<file path="config.mk">
export PLATFORM = sky130hd
export DESIGN_NAME = pps_div
export DESIGN_NICKNAME = d
export VERILOG_FILES = /design/src/rtl/pps_div.sv
export SDC_FILE = /design/constraint.sdc
export NUM_CORES = 1
export LEC_CHECK = 0
export ABC_AREA = 0
export ABC_CLOCK_PERIOD_IN_PS = 9940
export BUFFER_PORTS_ARGS = -buffer_cell sky130_fd_sc_hd__buf_2
export CORE_ASPECT_RATIO = 2
export CORE_MARGIN = 3
export CORE_UTILIZATION = 45
export CTS_CLUSTER_SIZE = 40
export DETAILED_ROUTE_END_ITERATION = 10
export PLACE_DENSITY = 0.69
export SYNTH_ARGS = -nofsm -noshare
export SYNTH_HDL_FRONTEND = slang
export SYNTH_SLANG_ARGS = --single-unit
export TNS_END_PERCENT = 20
</file>
<file path="constraint.sdc">
create_clock -name aclk -period 9.94 [get_ports aclk]
set_input_delay 0.994 -clock aclk [delete_from_list [all_inputs] [get_ports aclk]]
set_output_delay 0.994 -clock aclk [all_outputs]
set_load 0.02 [all_outputs]
</file>
<file path="src/rtl/pps_div.sv">
// Restoring divider: one quotient bit a cycle, gives floor(num * 2^30 / den).
module pps_div (
    input  logic        aclk,
    input  logic        aresetn,
    input  logic        start,
    input  logic [48:0] num,
    input  logic [48:0] den,
    output logic        done,
    output logic [29:0] quot
);
    logic [49:0] rem_reg;
    logic [48:0] den_reg;
    logic [4:0]  cnt_reg;
    logic        busy_reg;
    logic [49:0] shifted;

    assign shifted = {rem_reg[48:0], 1'b0};
    assign done    = busy_reg && (cnt_reg == 5'd0);

    always_ff @(posedge aclk) begin
        if (!aresetn) begin
            busy_reg <= 1'b0;
            cnt_reg  <= 5'd0;
        end else if (start) begin
            busy_reg <= 1'b1;
            cnt_reg  <= 5'd30;
            rem_reg  <= {1'b0, num};
            den_reg  <= den;
            quot     <= '0;
        end else if (busy_reg) begin
            if (cnt_reg == 5'd0) begin
                busy_reg <= 1'b0;
            end else begin
                cnt_reg <= cnt_reg - 5'd1;
                if (shifted >= {1'b0, den_reg}) begin
                    rem_reg <= shifted - {1'b0, den_reg};
                    quot    <= {quot[28:0], 1'b1};
                end else begin
                    rem_reg <= shifted;
                    quot    <= {quot[28:0], 1'b0};
                end
            end
        end
    end
endmodule

</file>
==> impl_metrics.toml <==
[timing]
hold_slack_ns = 0.543
slew-limit-headroom_pct = 27.8
worst_pin_slew_ns = 1.08
rsz0062_at_grt = "no"
period_share_pct = 43.6
finalMaxSlewViolations = 0
finalHoldViolCount = 0
setup_viol = 0
fin_tns_setup_ns = 0
max_freq_mhz = 231
fin_crit_ns = 4.33
skew_ns = 0.00773

[global_route]
grt_first_pass_wirelength_um = 33400
grt_max_degree = 80
grt_pass1_vias = 6760
groute.usage.overall_pct = 20.3
antenna_found_initial = 1
grt_overflow = 0

[cts]
clk_pin_slew_ns = 0.06
ctsHoldBuffers = 0
clock_latency_ns = 0.44
cts_tree = "built"
postCtsSetupRepairBufs = 0
cts_sinks = 134
cts_root_buffer = "clkbuf_16"
cts_buffers = 17
ctsResizeCount = 0
htree_levels = 4
ctsLongestPathBuffers = 2

[synthesis]
avgSynthCellArea_sq_um = 10.9
synthArstFlopShare_pct = 0
ys_ff_latch = 134
yosysUniqueCellTypes = 63
syn-cell-area_sq_mm = 0.00857
yosys_warnings = 0
yosysTopAreaCell = "edfxtp_1"
synth_edf_count = 128
syn_nets = 935
synth_area_leaders = "edfxtp_1 45%, ha_1 7.3%, mux2_2 4.9%"
synth_top_area_share_pct = 44.9
synthFlopType = "edfxtp_1"
syn-instance-count = 783
ys_seq_area_share_pct = 46.3

[power]
p_per_area_mw_per_mm2 = 191
leakage_nw = 4.24
vdd_drop_max_uv = 122
power_mw = 1.90

[die]
start_util_pct = 46.4
dieArea_sq_mm = 0.0208
core_sq_mm = 0.0185
ios = 132
rows = 70
die_h_um = 201
die_w_um = 104

[routing]
drt_iter0_markers = 284
wl_per_cell_um = 17.8
ant_nets = 0
via_per_inst = 5.44
totalWireLength_um = 20800
drt-pass1-iter-count = 4
drc = 0
via_count = 6356

[min_path]
worstHoldPathType = "reg -> reg"

[finish]
insertedDiodeCount = 0
fin_util_pct = 54.0
multi_input_comb_area_sq_mm = 0.00420
final_area_sq_mm = 0.00997
syn2layout_area_growth_pct = 16.4
layout_common_cells = "130 x buf_2, 128 x edfxtp_1, 64 x inv_1, 59 x a21oi_1, 50 x ha_1"
nets = 1055
seqCellArea_sq_mm = 0.00396
drive_above_1_share_pct = 26.0
fill_cells = 1692
layout_commonest_cell = "buf_2"

[setup_path]
crit_path_end_kind = "register"
path_class = "reg -> reg"
worstPathRequired_ns = 10.12
cp-start-kind = "register"
cp.arrival_ns = 4.51
path_max_fanout = 37

[placed_design]
place_congestion = 0.939
place_area_sq_mm = 0.00941
hpwlAfterDp_um = 15400
io_buffers = 131

[status]
status = "finished clean"

[run]
drv_cap = 0
-- metrics by stage --
step,std cells,setup WS (ns)
after floorplan,783,5.78
after global placement,1136,5.74
after detailed placement,1136,5.63
after CTS,1168,5.62
after global routing,1168,5.35
final,1168,5.61
-- cells in the mapped netlist (all sizes together) (4+ instances only) --
cell type	count
a211oi	5
a21boi	5
a21o	28
a21oi	60
a221o	11
a31oi	15
and2	5
and3	6
buf	9
clkbuf	25
dfxtp	6
edfxtp	128
ha	50
inv	64
mux2	60
mux2i	5
nand2	44
nand2b	7
nand3	13
nand4	12
nor2	39
nor2b	37
nor3	9
nor3b	10
nor4	4
o21a	10
o21ai	25
o21bai	9
o31ai	7
or3	4
xnor2	30
xor2	15
-- final timing paths --
check	cells after the start	start	end	slack [ns]
setup reg to reg	11	rem_reg[31]	rem_reg[8]	5.61
setup / recovery	11	rem_reg[31]	rem_reg[8]	5.61
hold reg to reg	2	cnt_reg[4]	cnt_reg[4]	0.54
hold / removal	2	cnt_reg[4]	cnt_reg[4]	0.54
-- where the power goes --
part | switching (mW) | total, mW | internal [mW]
registers | 0.0235 | 0.708 | 0.685
clock network | 0.266 | 0.614 | 0.349
logic | 0.306 | 0.578 | 0.272
total | 0.596 | 1.90 | 1.31
-- layout make-up --
| type | count | area share, % |
|---|---|---|
| inverters | 64 | 2.41 |
| clock inverters | 15 | 1.42 |
| well taps | 252 | 3.16 |
| repair buffers | 135 | 6.90 |
| flip-flops and latches | 134 | 39.7 |
| multi-input cells | 551 | 42.1 |
| clock buffers | 17 | 4.26 |
-- cell families after synthesis --
kind of cell	synth area share, %
AO/OA/AOI/OAI	15.4
flip-flops	46.3
multiplexers	9.48
XOR/XNOR	4.60
buffers and inverters	4.89
AND/OR/NAND/NOR	11.8
adder cells (fa/ha/maj)	7.54
-- critical path: stages (launching register included) --
cell,delay (ns)
edfxtp_1,0.41
ha_1,0.41
nand2_1,0.15
nor4_1,0.65
nand3_1,0.20
o21ai_1,0.32
nor3_1,0.11
nor2_1,0.14
a21boi_4,0.43
buf_4,0.60
mux2_2,0.40
mux2_2,0.25
-- per-layer routing --
layer  vias up  GRT usage, %  wire length (um)
met5         -             0                13
met4         2          9.61               582
met3        35          4.33               908
met2       154          39.8             11900
li1       3128             -                 -
met1      3037          19.7              7340
Power figures use the tool's default switching activity.
