### src/rtl/pps_pkg.sv
// Types and constants shared by the polygon plane splitter.
package pps_pkg;

    localparam int COORD_W = 32;
    localparam int DIST_W  = 48;
    localparam int CNT_W   = 10;
    localparam int FRAC_W  = 30;

    localparam logic [1:0] KIND_FRONT   = 2'd0;
    localparam logic [1:0] KIND_BACK    = 2'd1;
    localparam logic [1:0] KIND_SUMMARY = 2'd2;

    localparam logic [1:0] REG_NORMAL_X = 2'd0;
    localparam logic [1:0] REG_NORMAL_Y = 2'd1;
    localparam logic [1:0] REG_NORMAL_Z = 2'd2;
    localparam logic [1:0] REG_OFFSET   = 2'd3;

    localparam logic [CNT_W-1:0] COUNT_MAX = 10'd1023;

    typedef struct packed {
        logic signed [31:0] vx;
        logic signed [31:0] vy;
        logic signed [31:0] vz;
        logic               final_vertex;
    } vertex_t;

    typedef struct packed {
        logic [1:0]         kind;
        logic signed [31:0] ox;
        logic signed [31:0] oy;
        logic signed [31:0] oz;
        logic [9:0]         front_total;
        logic [9:0]         back_total;
        logic               front_kept;
        logic               back_kept;
        logic               overflow;
        logic               run_end;
    } result_t;

    // Request to the shared multiply unit.
    typedef struct packed {
        logic               start;
        logic signed [33:0] a;
        logic signed [33:0] b;
    } mul_req_t;

endpackage

### src/rtl/pps_mul.sv
// Shared registered signed multiplier, one product per cycle.
module pps_mul (
    input  logic               aclk,
    input  pps_pkg::mul_req_t  req,
    output logic signed [67:0] product
);
    always_ff @(posedge aclk) begin
        if (req.start) begin
            product <= req.a * req.b;
        end
    end
endmodule

### config.mk
export PLATFORM = sky130hd
export DESIGN_NAME = pps_mul
export DESIGN_NICKNAME = d
export VERILOG_FILES = /design/src/rtl/pps_pkg.sv /design/src/rtl/pps_mul.sv
export SDC_FILE = /design/constraint.sdc
export NUM_CORES = 2
export LEC_CHECK = 0
export BUFFER_PORTS_ARGS = -buffer_cell sky130_fd_sc_hd__clkbuf_2
export CORE_UTILIZATION = 45
export CTS_CLUSTER_DIAMETER = 60
export DETAILED_ROUTE_END_ITERATION = 12
export GPL_ROUTABILITY_DRIVEN = 1
export SYNTH_ARGS = -nofsm -noshare
export SYNTH_HDL_FRONTEND = slang
export SYNTH_SLANG_ARGS = --single-unit
### constraint.sdc
create_clock -name aclk -period 10.1 [get_ports aclk]
set_clock_uncertainty 0.05 [all_clocks]
set_input_delay 1.01 -clock aclk [delete_from_list [all_inputs] [get_ports aclk]]
set_output_delay 1.01 -clock aclk [all_outputs]
set_load 0.01 [all_outputs]
==> impl_metrics.py <==
metrics = {
    "run_status": {
        "status": "finished, final reports clean",
    },
    "yosys": {
        "synth_top_area_frac": 0.5684,
        "synthTopCellsByArea": "fa_1 57%, inv_1 11%, and2_1 8.9%",
        "syn_avg_cell_area_um2": 9.598,
        "syn_nets": 6069,
        "synthesis.area_mm2": 0.04371,
        "ys_seq_area_frac": 0.04672,
        "synth_cells": 4554,
        "synthFlopType": "edfxtp_1",
        "synth_async_sr_flop_share": 0,
        "synth_cell_types": 69,
        "synth.largest_area_cell": "fa_1",
        "ys_ff_latch": 68,
        "synth_edf_count": 68,
        "ys_warn_count": 0,
    },
    "timing": {
        "hold_violations": 0,
        "worst_pin_slew_ps": 1102,
        "slew_viol_final": 0,
        "rsz0062_at_grt": "no",
        "fin_crit_ps": 8907,
        "finalSetupTns_ps": 0,
        "slew_headroom": 0.2650,
        "fmax_mhz": 112.3,
        "period_share": 0.8819,
        "setup_viol": 0,
    },
    "min_path": {
        "holdCritStartpoint": "req[68]",
        "hold_depth": 1,
        "whs_endpoint": "product[63]",
        "hp-class": "in2reg",
    },
    "worst_setup_path": {
        "startpoint_type": "primary input",
        "cp_num_buf_inv": 4,
        "max_stage_delay_ps": 800,
        "crit_family": "adder cells",
        "critPathKind": "in2reg",
        "path_max_fanout": 34,
        "critical-path-slowest-cell": "clkbuf_2",
        "required_ps": 10170,
        "cp.arrival_ps": 8970,
        "crit_path_end_kind": "flop",
        "startpoint": "req[10]",
        "cp_common_cell": "fa_1",
        "path_cells": "clkbuf_2 -> nand2_1 -> fa_1 -> fa_1 -> fa_1 -> inv_1 -> fa_1 -> fa_1 -> fa_1 -> fa_1 -> inv_1 -> fa_1 -> inv_1 -> ha_1 -> a21oi_1 -> o21bai_1 -> a21oi_1 -> o21ai_2 -> a31oi_1 -> o41ai_1 -> a31oi_4 -> o31ai_4 -> a221oi_2 -> xnor2_1",
    },
    "die": {
        "core_area_mm2": 0.09558,
        "num_io_pins": 138,
        "start_util": 0.4573,
        "die_h_um": 313.7,
        "placementRows": 113,
        "fp.dieArea_mm2": 0.09838,
        "dieWidth_um": 313.7,
    },
    "layout": {
        "largest_register_ffs": 68,
        "nNetsFinal": 6039,
        "top_register": "product",
        "reg_top3": "product (68)",
        "register_area_mm2": 0.002042,
        "final_common_cell": "fa_1",
        "multi_input_area_mm2": 0.03614,
        "drive_above_1_share": 0.05145,
        "nFillCells": 9280,
        "area_delta_synth_final_pct": 4.698,
        "mostFrequentLayoutCells": "1,241 x fa_1, 1,231 x inv_1, 621 x and2_1, 542 x nand2_1, 204 x ha_1",
    },
    "grt": {
        "grt_pass1_wl_um": 188500,
        "antenna_found_initial": 9,
        "grt_max_degree": 59,
        "grt_pass1_vias": 32983,
        "track_usage": 0.2547,
        "overflow": 0,
    },
    "routing": {
        "totalWireLength_um": 118500,
        "ant_nets": 0,
        "vias_per_cell": 5.124,
        "drc": 0,
        "vias": 29693,
        "firstDrtPassIters": 6,
        "wl_per_cell_um": 20.45,
        "initialDrtViolationCount": 1471,
    },
    "clock_network": {
        "htree_levels": 3,
        "cts.sinks": 68,
        "cts_tree": "built",
        "clk_pin_slew_worst_paths_ps": 70,
        "postCtsSetupRepairBufs": 0,
        "cts_buffer_depth": 2,
        "cts_root_buffer": "clkbuf_16",
        "numCtsBuffers": 9,
        "cts_hold_buffers": 0,
        "cts-resized-gates": 0,
    },
    "job": {
        "maxCapViolCount": 0,
    },
    "place": {
        "gp_congestion": 0.8932,
        "hpwl_um": 98410,
        "io_buffers": 137,
    },
}
-- logic make-up (layout without fill, tap and decap cells) --
kind of cell | count (synthesis) | in the layout | share of synthesized area
simple gates | 1296 | 1296 | 0.1513
buf+inv | 1460 | 1435 | 0.1264
compound gates | 206 | 206 | 0.03295
other cells | 0 | 1 | 0
fa+ha+maj | 1445 | 1445 | 0.6268
flops | 68 | 68 | 0.04672
xor+xnor | 79 | 79 | 0.01583
-- worst max path at each step --
stage	endpoint	slack [ps]	cells after the start
after CTS	product[66]	1190	24
after detailed placement	product[66]	810	24
after floorplan	product[65]	1410	24
after global routing	product[65]	770	23
after global placement	product[67]	890	25
final	product[66]	1190	24
-- Yosys cell counts, drive strengths merged, types with 2 or more instances --
master and count:
nand4 11, or3 2, o21bai 12, ha 204, nand3 11, nor2 56
or2 4, a211o 3, and2 623, xnor2 56, o31ai 2, nor2b 9
xor2 23, clkbuf 217, fa 1241, o41ai 6, a21bo 2, o211ai 3
a211oi 7, nand2b 20, edfxtp 68, o21ai 41, nand2 542, inv 1231
buf 9, nor3 5, a21o 37, a221oi 4, a311oi 2, a31oi 10
and3 8, and4 2, o221ai 2, a2111o 2, a21oi 63, o21a 4
-- area by class of cell --
cell class                      instances  area share
Tap cell                             1265     0.03459
Multi-Input combinational cell       3026      0.7898
Inverter                             1232      0.1011
Clock buffer                            9    0.004922
Clock inverter                          7    0.001476
Timing Repair Buffer                  187     0.02351
Antenna cell                            1  0.00005468
Sequential cell                        68     0.04462
-- per-stage QoR --
step	setup WS, ps	instance area [um^2]	std cells	hold slack [ps]	util
6_report	1193	45760	5795	896.5	0.4788
5_1_grt	774.5	45760	5795	903.5	0.4788
4_1_cts	1193	45760	5794	881.6	0.4788
3_5_place_dp	809.6	45470	5778	1288	0.4757
3_3_place_gp	887.6	45470	5778	1299	0.4757
2_1_floorplan	1415	43710	4554	1073	-
-- metal layers --
layer,vias up,part of all wire,GRT usage
met1,15879,0.38,0.3135
met5,-,0.00054,0
met4,10,0.042,0.09645
met2,781,0.54,0.4612
met3,232,0.040,0.02467
li1,12791,-,-
Power is not shown: default switching activity piles up to over one toggle a cycle in this logic, so the estimate is an artifact.
